===== src/rtl/core/sutt_pkg.sv =====
// Package for the sorted unique key table: sizing constants, codes, types
// and small helper functions. Depends on nothing.

package sutt_pkg;

  localparam int CAPACITY = 16;
  localparam int KEY_BITS = 16;

  localparam int IDX_W   = (CAPACITY > 1) ? $clog2(CAPACITY) : 1;
  localparam int COUNT_W = $clog2(CAPACITY + 1);

  localparam logic OP_INSERT = 1'b0;
  localparam logic OP_LOOKUP = 1'b1;

  localparam logic [1:0] ST_OK   = 2'd0;
  localparam logic [1:0] ST_DUP  = 2'd1;
  localparam logic [1:0] ST_FULL = 2'd2;

  typedef logic [KEY_BITS-1:0] key_t;
  typedef logic [COUNT_W-1:0] count_t;

  typedef struct packed {
    key_t        key;
    logic [31:0] handle;
  } entry_t;

  typedef struct packed {
    logic [1:0]  status;
    logic        found;
    logic [31:0] handle;
    logic [4:0]  count;
    logic        empty;
  } result_t;

  // Only the low KEY_BITS bits of the key port take part in ordering.
  function automatic key_t key_of(input logic [15:0] z);
    logic [31:0] w;
    w = {16'b0, z};
    return w[KEY_BITS-1:0];
  endfunction

  // The reported entry count carries the low five bits of the count.
  function automatic logic [4:0] count5(input count_t c);
    logic [31:0] w;
    w = {{(32-COUNT_W){1'b0}}, c};
    return w[4:0];
  endfunction

endpackage


===== src/rtl/core/sutt_ram.sv =====
// Generic single write port, single read port RAM with registered read data.
// Depends on nothing.

module sutt_ram #(
  parameter int WIDTH = 8,
  parameter int DEPTH = 16
) (
  input  logic                                   clk,
  input  logic                                   we,
  input  logic [((DEPTH > 1) ? $clog2(DEPTH) : 1)-1:0] waddr,
  input  logic [WIDTH-1:0]                       wdata,
  input  logic [((DEPTH > 1) ? $clog2(DEPTH) : 1)-1:0] raddr,
  output logic [WIDTH-1:0]                       rdata
);

  logic [WIDTH-1:0] mem [DEPTH];

  always_ff @(posedge clk) begin
    if (we) begin
      mem[waddr] <= wdata;
    end
    rdata <= mem[raddr];
  end

endmodule


===== src/rtl/core/sutt_seq.sv =====
// Sequencer of the sorted unique key table: scans the entry RAM with one
// shared key comparator, shifts entries up and writes the new one.
// Depends on sutt_pkg.

module sutt_seq
  import sutt_pkg::*;
(
  input  logic              clk,
  input  logic              rst,
  input  logic              start,
  input  logic              op,
  input  logic [15:0]       z_key,
  input  logic [31:0]       obj_handle,
  output logic              busy,
  output logic              ram_we,
  output logic [IDX_W-1:0]  ram_waddr,
  output entry_t            ram_wdata,
  output logic [IDX_W-1:0]  ram_raddr,
  input  entry_t            ram_rdata,
  output logic              done,
  output result_t           res
);

  localparam logic [2:0] S_IDLE   = 3'd0;
  localparam logic [2:0] S_SCAN   = 3'd1;
  localparam logic [2:0] S_DECIDE = 3'd2;
  localparam logic [2:0] S_SHIFT  = 3'd3;
  localparam logic [2:0] S_WRITE  = 3'd4;

  localparam count_t CAP_C = COUNT_W'(CAPACITY);

  logic [2:0]  state, state_next;
  logic        op_q, op_next;
  key_t        key_q, key_next;
  logic [31:0] handle_q, handle_next;
  count_t      idx, idx_next;
  count_t      pos, pos_next;
  logic        hit, hit_next;
  logic [31:0] fh, fh_next;
  count_t      fill, fill_next;

  count_t      idx_inc, idx_dec, idx_dec2, fill_dec;
  logic        key_lt, key_eq;

  // The one shared comparator: stored key against the key being placed.
  assign key_lt = ram_rdata.key < key_q;
  assign key_eq = ram_rdata.key == key_q;

  assign idx_inc  = idx + 1'b1;
  assign idx_dec  = idx - 1'b1;
  assign idx_dec2 = idx - 2'd2;
  assign fill_dec = fill - 1'b1;

  assign busy = (state != S_IDLE);

  always_comb begin
    state_next  = state;
    op_next     = op_q;
    key_next    = key_q;
    handle_next = handle_q;
    idx_next    = idx;
    pos_next    = pos;
    hit_next    = hit;
    fh_next     = fh;
    fill_next   = fill;
    ram_we      = 1'b0;
    ram_waddr   = idx[IDX_W-1:0];
    ram_wdata   = ram_rdata;
    ram_raddr   = '0;
    done        = 1'b0;
    res.status  = ST_OK;
    res.found   = 1'b0;
    res.handle  = '0;
    case (state)
      S_IDLE: begin
        if (start) begin
          op_next     = op;
          key_next    = key_of(z_key);
          handle_next = obj_handle;
          idx_next    = '0;
          if (fill == '0) begin
            pos_next   = '0;
            hit_next   = 1'b0;
            state_next = S_DECIDE;
          end else begin
            state_next = S_SCAN;
          end
        end
      end
      S_SCAN: begin
        if (key_lt) begin
          if (idx_inc == fill) begin
            pos_next   = fill;
            hit_next   = 1'b0;
            state_next = S_DECIDE;
          end else begin
            idx_next  = idx_inc;
            ram_raddr = idx_inc[IDX_W-1:0];
          end
        end else begin
          pos_next   = idx;
          hit_next   = key_eq;
          fh_next    = ram_rdata.handle;
          state_next = S_DECIDE;
        end
      end
      S_DECIDE: begin
        if (op_q == OP_LOOKUP) begin
          done       = 1'b1;
          res.found  = hit;
          res.handle = hit ? fh : 32'd0;
          state_next = S_IDLE;
        end else if (hit) begin
          done       = 1'b1;
          res.status = ST_DUP;
          state_next = S_IDLE;
        end else if (fill == CAP_C) begin
          done       = 1'b1;
          res.status = ST_FULL;
          state_next = S_IDLE;
        end else begin
          idx_next = fill;
          if (fill == pos) begin
            state_next = S_WRITE;
          end else begin
            ram_raddr  = fill_dec[IDX_W-1:0];
            state_next = S_SHIFT;
          end
        end
      end
      S_SHIFT: begin
        // The entry below slot idx arrived from the RAM; move it up one place.
        ram_we    = 1'b1;
        ram_waddr = idx[IDX_W-1:0];
        ram_wdata = ram_rdata;
        idx_next  = idx_dec;
        if (idx_dec == pos) begin
          state_next = S_WRITE;
        end else begin
          ram_raddr = idx_dec2[IDX_W-1:0];
        end
      end
      S_WRITE: begin
        ram_we           = 1'b1;
        ram_waddr        = pos[IDX_W-1:0];
        ram_wdata.key    = key_q;
        ram_wdata.handle = handle_q;
        fill_next        = fill + 1'b1;
        done             = 1'b1;
        state_next       = S_IDLE;
      end
      default: begin
        state_next = S_IDLE;
      end
    endcase
    res.count = count5(fill_next);
    res.empty = (fill_next == '0);
  end

  always_ff @(posedge clk) begin
    if (rst) begin
      state <= S_IDLE;
      fill  <= '0;
    end else begin
      state <= state_next;
      fill  <= fill_next;
    end
    op_q     <= op_next;
    key_q    <= key_next;
    handle_q <= handle_next;
    idx      <= idx_next;
    pos      <= pos_next;
    hit      <= hit_next;
    fh       <= fh_next;
  end

  a_fill_bound: assert property (@(posedge clk) disable iff (rst)
    fill <= CAP_C)
    else $error("entry count exceeds capacity");

  a_fill_only_on_write: assert property (@(posedge clk) disable iff (rst)
    (state != S_WRITE) |=> $stable(fill))
    else $error("entry count changed outside the write step");

  a_shift_above_pos: assert property (@(posedge clk) disable iff (rst)
    (state == S_SHIFT) |-> (idx > pos) && (idx <= fill))
    else $error("shift index outside the moving range");

  a_found_only_lookup: assert property (@(posedge clk) disable iff (rst)
    (done && res.found) |-> (op_q == OP_LOOKUP) && (res.status == ST_OK))
    else $error("match reported for an insert");

endmodule


===== src/rtl/core/sorted_unique_key_table_top.sv =====
// Top level of the sorted unique key table: entry RAM, sequencer and the
// registered result word. Depends on sutt_pkg, sutt_ram and sutt_seq.
//
// The table keeps up to CAPACITY (key, handle) entries in ascending key
// order, with no two entries sharing a key. A command word is offered on
// op, z_key and obj_handle with start high; it is taken at a rising edge at
// which busy is low. op selects an insert of z_key with obj_handle or a
// lookup of z_key.
// Each command gives exactly one result word, shown for one cycle with done
// high: status, found, found_handle, entry_count and is_empty. The receiver
// cannot hold the result off, so it must take it in that cycle.
// A single key comparator walks the entries held, one per cycle, reading the
// entry RAM through its registered port; an insert then moves the later
// entries up one slot, one per cycle, through the same RAM port pair.
// The scan compares entries until it reaches the place of the key (none on
// an empty table), and an insert then moves the later entries up. A lookup
// or a refused insert ends after the scan, a successful insert after the
// shift and the write. busy falls in the cycle that done rises, so the next
// command can be taken then. The rate is therefore set by the scan and shift loops over the RAM.
// A synchronous reset empties the table at once (the entry count is
// cleared; stored entries are never read until rewritten), and the block is
// ready in the first cycle after reset.

module sorted_unique_key_table_top
  import sutt_pkg::*;
(
  input  logic        clk,
  input  logic        rst,
  input  logic        start,
  output logic        busy,
  input  logic        op,
  input  logic [15:0] z_key,
  input  logic [31:0] obj_handle,
  output logic        done,
  output logic [1:0]  status,
  output logic        found,
  output logic [31:0] found_handle,
  output logic [4:0]  entry_count,
  output logic        is_empty
);

  logic             ram_we;
  logic [IDX_W-1:0] ram_waddr;
  entry_t           ram_wdata;
  logic [IDX_W-1:0] ram_raddr;
  entry_t           ram_rdata;
  logic             seq_done;
  result_t          seq_res;
  result_t          res_q;

  sutt_ram #(
    .WIDTH ($bits(entry_t)),
    .DEPTH (CAPACITY)
  ) u_ram (
    .clk   (clk),
    .we    (ram_we),
    .waddr (ram_waddr),
    .wdata (ram_wdata),
    .raddr (ram_raddr),
    .rdata (ram_rdata)
  );

  sutt_seq u_seq (
    .clk        (clk),
    .rst        (rst),
    .start      (start),
    .op         (op),
    .z_key      (z_key),
    .obj_handle (obj_handle),
    .busy       (busy),
    .ram_we     (ram_we),
    .ram_waddr  (ram_waddr),
    .ram_wdata  (ram_wdata),
    .ram_raddr  (ram_raddr),
    .ram_rdata  (ram_rdata),
    .done       (seq_done),
    .res        (seq_res)
  );

  // The result word is registered so that it leaves the block on a clean edge.
  always_ff @(posedge clk) begin
    if (rst) begin
      done <= 1'b0;
    end else begin
      done <= seq_done;
    end
    if (seq_done) begin
      res_q <= seq_res;
    end
  end

  assign status       = res_q.status;
  assign found        = res_q.found;
  assign found_handle = res_q.handle;
  assign entry_count  = res_q.count;
  assign is_empty     = res_q.empty;

endmodule


===== config.mk =====
export PLATFORM = sky130hd
export DESIGN_NAME = sorted_unique_key_table_top
export DESIGN_NICKNAME = d
export VERILOG_FILES = /design/src/rtl/core/sutt_pkg.sv /design/src/rtl/core/sutt_ram.sv /design/src/rtl/core/sutt_seq.sv /design/src/rtl/core/sorted_unique_key_table_top.sv
export SDC_FILE = /design/constraint.sdc
export NUM_CORES = 1
export LEC_CHECK = 0
export BUFFER_PORTS_ARGS = -buffer_cell sky130_fd_sc_hd__buf_2
export CAP_MARGIN = 20
export CELL_PAD_IN_SITES_DETAIL_PLACEMENT = 1
export CELL_PAD_IN_SITES_GLOBAL_PLACEMENT = 2
export CORE_UTILIZATION = 41
export CTS_BUF_LIST = sky130_fd_sc_hd__clkbuf_4 sky130_fd_sc_hd__clkbuf_8 sky130_fd_sc_hd__clkbuf_16
export CTS_CLUSTER_SIZE = 30
export DETAILED_ROUTE_END_ITERATION = 16
export PLACE_DENSITY_LB_ADDON = 0.1
export REMOVE_ABC_BUFFERS = 1
export SYNTH_ARGS = -nofsm -noshare
export SYNTH_HDL_FRONTEND = slang
export SYNTH_SLANG_ARGS = --single-unit

===== constraint.sdc =====
create_clock -name clk -period 4.52 [get_ports clk]
set_clock_uncertainty 0.2 [all_clocks]
set_input_delay 0.678 -clock clk [delete_from_list [all_inputs] [get_ports clk]]
set_output_delay 0.678 -clock clk [all_outputs]
set_load 0.01 [all_outputs]

Word level (Yosys, flattened, before mapping)
Memory sizes are Yosys's and may differ from the RTL's. A register that Yosys moved wholly into a read port is not among the register bits.
Index checks and enable logic that the tools add are counted.
- bits of input ports: 52
- memory bits (writable): 768
- flip-flop bits (word level): 142
- logic and storage cells: 106
- output and inout port bits: 43
- memories kept: 1
- multiplexer cells: 47
- order comparisons: 1
- bitwise gates (word level): 2
- reductions and logical operators: 16
- add/sub/neg operators: 5
- equality and inequality tests: 18
- memories (name ; depth ; bits a word ; read ports ; clocked after Yosys merged registers in ; wr ports ; RTL line ; RTL):
    u_ram.mem ; 16 ; 48 ; 1 ; 1 ; 1 ; sutt_ram.sv:16 ; logic [WIDTH-1:0] mem [DEPTH];
- operators by type and width (operator ; count):
    2-to-1 mux 5 bit ; 11
    2-to-1 mux 48 bit ; 1
    2-to-1 mux 4 bit ; 8
    2-to-1 mux 3 bit ; 8
    case mux 5 bit (4 select lines) ; 1
    equality test 16 bit ; 1
    less-than comparator 16 bit ; 1
    equality test 5 bit ; 3
    case mux 3 bit (4 select lines) ; 1
    case mux 4 bit (3 select lines) ; 1
    2-to-1 mux 1 bit ; 11
    adder 5 x 1 -> 5 bit, second input constant ; 2
    zero test 5 bit ; 2
    != test 2 bit, second input constant ; 5
    case mux 5 bit (2 select lines) ; 1
    AND reduction 7 bit ; 1
    equality test 3 x 2 -> 1 bit, second input constant ; 2
    != test 2 x 1 -> 1 bit, second input constant ; 3
    AND reduction 2 bit ; 3
    AND reduction 3 bit ; 2
    equality test 5 bit, second input constant ; 1
    subtractor 5 x 1 -> 5 bit, second input constant ; 1
    2-to-1 mux 2 bit ; 2
    case mux 1 bit (2 select lines) ; 2
    other kinds (13) ; 15

Logic depth before layout (Yosys ltp)
Gate-level depths: netlist (run 1).
- depth in word-level cells: 6
- depth in mapped cells: 16

Cells and area by module
From an unflattened synthesis (run 1), not the netlist that was laid out.
- cell total of the unflattened synthesis: 1723
- area total of the unflattened synthesis: 36217.2 um2
- modules (own cells, without submodules) (module ; seq. area each (um2) ; instances ; cells an instance ; area each (um2)):
    sutt_ram ; 24023.0 ; 1 ; 1242 ; 29691.0
    sutt_seq ; 2922.8 ; 1 ; 438 ; 5261.3
    sorted_unique_key_table_top ; 1251.2 ; 1 ; 43 ; 1265.0

Least setup slack after synthesis (run 1)
Ideal clock, no wire load.
- path kind: flip-flop to flip-flop
- from: reg u_seq.state[0]
- to: mem u_ram.mem[7][0] (netlist name) (enable)
- arrival time: 3.571 ns
- clock period less this slack: 4.225 ns
- path slack: 0.295 ns
- required time: 3.866 ns
- cell stages (with the launch flop): 8
- cell sequence: dfxtp_1 clkbuf_1 nor2_1 and2_1 clkbuf_1 clkbuf_1 a31oi_1 nor2_1
- word-level cells in the longest chain between the ends: 5
- elaborated cells on any way between the ends: 7
- RTL lines (element ; RTL line ; RTL):
    start, declared ; sutt_seq.sv:32 ; logic [2:0] state, state_next;
    start signal, assigned ; sutt_seq.sv:165 ; state <= state_next;
    equality test 3 bit or equality test 3 x 2 -> 1 bit (tied branches) ; sutt_seq.sv:74 ; case (state)
    OR reduction 2 bit (no line) ; - ;
    2-to-1 mux 1 bit ; sutt_seq.sv:74 ;
    2-to-1 mux 1 bit ; sutt_ram.sv:19 ; if (we) begin
    2-to-1 mux 1 bit (not written as such) ; sutt_ram.sv:20 ; mem[waddr] <= wdata;
    end, declared ; sutt_ram.sv:16 ;
Several ways; a longest one is shown, not always the timed one.

Worst setup path after layout (run 1)
- from: reg u_seq.idx[0]
- to: reg u_ram.rdata[36], read port of u_ram.mem
- word-level cells in the longest chain between the ends: 5
- elaborated cells on any way between the ends: 9
- RTL lines (element ; RTL line ; RTL):
    start, declared ; sutt_seq.sv:36 ; count_t idx, idx_next;
    start signal, assigned ; sutt_seq.sv:171 ; idx <= idx_next;
    adder 5 x 1 -> 5 bit ; sutt_seq.sv:49 ; assign idx_inc = idx + 1'b1;
    equality test 5 bit ; sutt_seq.sv:92 ; if (idx_inc == fill) begin
    2-to-1 mux 4 bit ; sutt_seq.sv:92 ;
    2-to-1 mux 4 bit ; sutt_seq.sv:91 ; if (key_lt) begin
    case mux 4 bit (3 select lines) * ; sutt_seq.sv:74 ;
    end, declared ; sutt_ram.sv:13 ; output logic [WIDTH-1:0] rdata
Every way passes the cells marked *; elsewhere a longest branch is shown, timed or not.
A chain may end at the register's enable or synchronous reset.

==> results of run 1 <==
power breakdown:
part / switching (W) / total (W) / internal, W
sequential: 0.000136 / 0.0105 / 0.0104
clock: 0.00342 / 0.00843 / 0.00501
combinational: 0.00155 / 0.00220 / 0.000647
total: 0.00510 / 0.0211 / 0.0160
path summary, 6_finish.rpt:
| kind | start | end | slack (ps) | depth (start not counted) |
|---|---|---|---|---|
| worst max register to register | u_seq.idx[0] | u_ram.rdata[36] | 340 | 12 |
| worst max-delay path | u_seq.idx[0] | u_ram.rdata[36] | 340 | 12 |
| worst min-delay path | z_key[11] | u_seq.key_q[11] | 40 | 1 |
| worst min register to register | u_ram.rdata[14] | u_seq.fh[14] | 230 | 0 |
synth_stat cells (all sizes together), types with 12 or more instances:
cell type | number | area, sq um
nor2 | 186 | 698
a21oi | 163 | 816
a32o | 47 | 470
dfxtp | 57 | 1140
mux2i | 97 | 971
and2 | 36 | 228
o21ai | 114 | 571
clkbuf | 62 | 244
nor3 | 12 | 65.1
buf | 104 | 681
nand2 | 527 | 1980
xnor2 | 20 | 175
edfxtp | 901 | 27100
ha | 24 | 300
o2111ai | 49 | 435
a22oi | 51 | 383
nand3 | 103 | 515
inv | 30 | 113
metrics by stage:
| step | worst slack [ps] | cells |
|---|---|---|
| after floorplan | -11680 | 2491 |
| after global placement | 472 | 3875 |
| after detailed placement | 408 | 3875 |
| after CTS | 377 | 4112 |
| after global routing | 146 | 4112 |
| final | 336 | 4112 |
cell families (layout without fill, tap and decap cells):
logic type,after synthesis,count (layout),synth area share [%]
flops,958,958,75.1
xor+xnor,28,28,0.830
buf+inv,197,476,2.77
mux,97,97,2.59
fa+ha+maj,24,24,0.800
compound gates,456,456,7.91
simple gates,897,897,9.95
state kept, by name, indices dropped and copies added, names as in the netlist, 2 cells and up:
| register | flops |
|---|---|
| u_seq.handle_q | 32 |
| status | 2 |
| found_handle | 32 |
| u_seq.key_q | 16 |
| u_seq.pos | 5 |
| u_seq.state | 3 |
| u_seq.fill | 5 |
| u_seq.idx | 5 |
| u_seq.fh | 32 |
| entry_count | 5 |
| u_ram.rdata | 48 |
| u_ram.mem | 768 |
layout make-up:
type,instances,area (sq um)
repair buffers,255,2280
flip-flops and latches,958,28200
well taps,1176,1470
multi-input cells,1502,8510
clock buffers,147,3000
clock inverters,43,398
inverters,31,116
fillers,8875,46300
per-layer routing:
metal / vias to the layer above / part of all wire, %
li1: 10239 / -
met1: 11835 / 46
met2: 443 / 49
met3: 143 / 3.5
met4: 0 / 2.0
met5: - / 0
repair_timing:
action	in CTS	in global routing
hold endpoints to repair	47	0
hold buffers	47	0
setup buffers	0	0
==> impl_metrics.py, run 1 <==
metrics = {
    "worst_setup_path": {
        "critical_path_buf_inv_count": 2,
        "cp_top_family": "compound AO/OA/AOI/OAI gates",
        "critPathSlowestCell": "edfxtp_1",
        "path_class": "register to register",
        "cpPeakStageDelay_ps": 500,
        "crit_required_ps": 4910,
        "worstPathMaxFanout": 116,
        "cp-end-kind": "register",
        "cp.arrival_ps": 4570,
        "cp-start-kind": "register",
        "crit_chain": "clkinv_1 -> ha_1 -> xor2_1 -> nand3_1 -> o31ai_4 -> o22ai_1 -> a31oi_4 -> buf_12 -> a21oi_1 -> a22oi_1 -> o2111ai_1 -> o21ai_1",
    },
    "global_routing": {
        "groute.layer.met3.usage_pct": 2.71,
        "grt_pass1_vias": 23788,
        "grt_util_all_layers_pct": 23.1,
        "grt_overflow": 0,
        "grt_first_pass_wirelength_microns": 158000,
        "met2_usage_pct": 38.8,
        "grt_max_degree": 117,
        "antenna_found_initial": 1,
        "grt.busiest_layer": "met2",
        "use_met1_pct": 32.0,
    },
    "power": {
        "vdd_drop_max_mv": 0.301,
        "power_density_nw_per_um2": 481,
        "leakage_nw": 15.0,
        "total_power_w": 0.0211,
    },
    "logic_synthesis": {
        "async_reset_ff_share_pct": 0,
        "synth_edf_count": 901,
        "yosys_most_used_dff": "edfxtp_1",
        "yosys_warnings": 0,
        "syn_area_per_cell_sq_um": 14.1,
        "synthesis.area_sq_um": 37500,
        "synth_seq_cells": 958,
        "synth_cell_type_count": 69,
        "synthCells": 2657,
        "yosysSeqAreaShare_pct": 75.1,
    },
    "timing": {
        "fin_setup_tns_ps": 0,
        "hold_violations": 0,
        "grt_setup_unrepaired": "no",
        "worst_hold_slack_ps": 41.2,
        "drv_slew": 0,
        "maxSlewHeadroom_pct": 25.5,
        "max_freq_mhz": 239,
        "min_period_ps": 4180,
        "tightestPinTransition_ps": 1120,
        "setup_violations": 0,
        "fin_crit_sh_pct": 92.6,
    },
    "clock_tree": {
        "cts.path.max_buffers": 3,
        "path_clk_slew_ps": 60,
        "cts_buffers": 103,
        "ctsResizeCount": 0,
        "cts_htree_levels": 3,
        "cts_sinks": 958,
        "cts_tree": "yes",
        "clk_latency_ps": 670,
        "ctsRootBufferMaster": "clkbuf_16",
    },
    "placement": {
        "place_area_sq_um": 40100,
        "gp_congestion": 0.797,
        "hpwl_microns": 58500,
        "port_buffers": 94,
    },
    "detailed_routing": {
        "wl_microns": 107000,
        "drc": 0,
        "vias": 22660,
        "viasPerCell": 5.51,
        "antenna_left": 0,
        "wl_per_cell_microns": 26.1,
        "drt_first_pass_iters": 8,
        "detail_route.iter0.violations": 1687,
    },
    "final_layout": {
        "fin_nets": 2927,
        "area_growth_pct": 17.2,
        "final_cell_mix": "edfxtp_1, nand2_1, nor2_1",
        "fin_util_pct": 48.7,
        "final_common_cell": "edfxtp_1",
        "drive_gt1_share_pct": 14.6,
        "insertedDiodeCount": 0,
        "final_area_sq_um": 44000,
    },
    "status": {
        "status": "finished, final reports clean",
    },
    "min_path": {
        "min_path_type": "primary input to register",
    },
    "die": {
        "die_area_sq_um": 92700,
        "die_w_microns": 305,
        "die_h_microns": 305,
        "start_util_pct": 41.6,
        "io_pins": 95,
        "core_sq_um": 90300,
        "rows": 110,
    },
    "run": {
        "maxCapViolCount": 0,
    },
}
Note: power is estimated with default switching activity, not from simulation.
==> inputs of run 2 (changes only) <==
clock period = 3.5 ns   (was 4.52 ns; I/O delays follow)
==> run 2 against run 1 <==
  * The run now ends with negative setup slack left
  * Die area is the same
  * Worst setup slack got worse by 450 ps
  * Sequential power up 30%
  * Non-clock buffer count up 157
  * Sequential share of layout area down 4.2 points
  * Cell count up 3.9%
  * Power grew 34%
  * Clock-buffer cell count shrank 7
  * Critical endpoint is now u_ram.rdata[44]
  * Largest power group unchanged
  * Highest routed layer unchanged
==> impl_metrics.py, run 2 (same netlist as run 1, synthesis figures left out) <==
metrics = {
    "status": {
        "status": "complete, but fails checks",
        "violations": "negative setup slack",
    },
    "timing": {
        "max_freq_mhz": 276,
        "hold_violations": 0,
        "tightestPinTransition_ps": 1050,
        "setup_violations": 39,
        "min_period_ps": 3620,
        "fin_ws_ps": -118,
        "fin_crit_sh_pct": 103,
        "maxSlewHeadroom_pct": 29.4,
        "drv_slew": 0,
        "grt_setup_unrepaired": "yes",
    },
    "clock_tree": {
        "ctsRootBufferMaster": "clkbuf_16",
        "clk_latency_ps": 690,
        "cts.path.max_buffers": 3,
        "cts_htree_levels": 3,
        "cts_sinks": 958,
        "cts_buffers": 105,
        "path_clk_slew_ps": 60,
        "cts_tree": "yes",
    },
    "placement": {
        "dp_cells": 3968,
        "hpwl_microns": 63200,
        "pre_cts_ws_ps": -371,
        "gp_congestion": 0.777,
        "port_buffers": 94,
    },
    "detailed_routing": {
        "wl_per_cell_microns": 27.5,
        "antenna_left": 0,
        "vias": 23712,
        "detail_route.iter0.violations": 1933,
        "drc": 0,
        "viasPerCell": 5.55,
        "wl_microns": 118000,
        "drt_first_pass_iters": 5,
    },
    "die": {
        "io_pins": 95,
        "start_util_pct": 41.6,
        "die_w_microns": 305,
        "die_h_microns": 305,
        "die_area_sq_um": 92700,
        "core_sq_um": 90300,
        "rows": 110,
    },
    "final_layout": {
        "reg_top3": "u_ram.mem: 768 flops, u_ram.rdata: 48 flops",
        "regMostFlops": "u_ram.mem",
        "layoutNonFillerInstCount": 4273,
        "final_cell_mix": "edfxtp_1, nand2_1, nor2_1",
        "largest_reg_flops": 768,
        "final_common_cell": "edfxtp_1",
        "insertedDiodeCount": 0,
        "drive_gt1_share_pct": 22.5,
        "area_growth_pct": 25.3,
        "fin_nets": 3086,
    },
    "power": {
        "p_sw_w": 0.00703,
        "p_clk_share_pct": 38.9,
        "pwr-share-seq_pct": 48.0,
        "total_power_w": 0.0283,
        "power_frac_comb_pct": 13.1,
        "intPower_w": 0.0212,
        "power_density_nw_per_um2": 601,
        "vdd_drop_max_mv": 0.453,
        "leakage_nw": 16.2,
        "swShare_pct": 24.9,
    },
    "worst_setup_path": {
        "cp-start-kind": "register",
        "crit_required_ps": 3850,
        "worstPathMaxFanout": 7,
        "r2r_end": "u_ram.rdata[44]",
        "crit_top_cell": "buf_12",
        "cp-end-kind": "register",
        "path_class": "register to register",
        "r2r_slack_ps": -120,
        "r2r-start": "u_seq.key_q[9]",
        "crit_chain": "inv_2 -> ha_4 -> a21oi_2 -> nor3_1 -> or4_4 -> a211o_4 -> o21ai_4 -> buf_12 -> buf_12 -> buf_4 -> and2_4 -> buf_12 -> clkbuf_16 -> nand3_1 -> o2111ai_2 -> o21ai_1",
        "cpPeakStageDelay_ps": 510,
        "critPathSlowestCell": "or4_4",
        "cp.arrival_ps": 3970,
        "r2r_cells": 16,
    },
    "global_routing": {
        "grt_overflow": 0,
        "grt_max_degree": 67,
        "antenna_found_initial": 1,
        "grt_pass1_vias": 24967,
        "grt_first_pass_wirelength_microns": 170000,
        "grt_util_all_layers_pct": 25.0,
    },
    "min_path": {
        "holdPathEnd": "u_seq.fh[20]",
        "min_from": "u_ram.rdata[20]",
        "hold-path-cell-count": 0,
        "min_path_type": "register to register",
    },
    "run": {
        "maxCapViolCount": 0,
    },
}
==> run 2: worst max path at each step <==
stage	startpoint	to	slack (ps)	cells past startpoint
finish	u_seq.key_q[9]	u_ram.rdata[44]	-120	16
global route	u_seq.key_q[14]	u_ram.rdata[41]	-180	16
CTS	u_seq.key_q[9]	u_ram.rdata[11]	-70	16
detailed placement	u_seq.key_q[13]	u_ram.rdata[1]	-370	13
global placement	u_seq.key_q[13]	u_ram.rdata[1]	-400	13
floorplan	u_seq.key_q[15]	u_ram.rdata[0]	-12700	11
==> run 2: per-layer routing <==
metal | share of wire (%) | GRT usage, %
met4 | 2.4 | 6.41
met1 | 45 | 34.6
met5 | 0 | 0
met2 | 49 | 42.0
met3 | 4.1 | 2.89
==> run 2: final cells by class <==
cell class	instances	area [sq um]
clock inverters	54	454
well taps	1176	1470
flip-flops and latches	958	28200
inverters	31	116
fillers	8682	43300
repair buffers	412	4530
multi-input cells	1502	9300
clock buffers	140	2960
==> run 2: timing repair <==
action	CTS	global route
endpoints found under the hold margin	57	0
resized for setup	55	129
setup endpoints to repair	48	48
buffers inserted	32	14
hold buffers	51	0
cloned	12	6
pin swaps	23	29
==> run 2: power by group through the flow <==
stage	logic, W	registers (W)	clock network, W
finish	0.00370	0.0136	0.0110
global placement	0.00301	0.0138	0
global route	0.00398	0.0136	0.0116
CTS	0.00348	0.0136	0.0112
floorplan	0.00184	0.0138	0
detailed placement	0.00313	0.0138	0
==> run 2: critical path: cells and delay by family (launching register included) <==
kind	cells	cell delay [ps]
and+or+nand+nor	4	950
AOI/OAI and AO/OA	5	890
buffers and inverters	6	800
DFF	1	440
adders and majority gates	1	200
==> run 2: per-stage QoR <==
stage | instance area, sq um | hold slack (ps) | TNS (ps) | utilization (%)
floorplan | 36600 | 208 | -1540770 | -
global placement | 41200 | 214 | -8160 | 45.6
detailed placement | 41200 | 218 | -8780 | 45.6
CTS | 46100 | 232 | -255 | 51.1
global route | 47000 | 243 | -4920 | 52.1
finish | 47000 | 230 | -1650 | 52.1
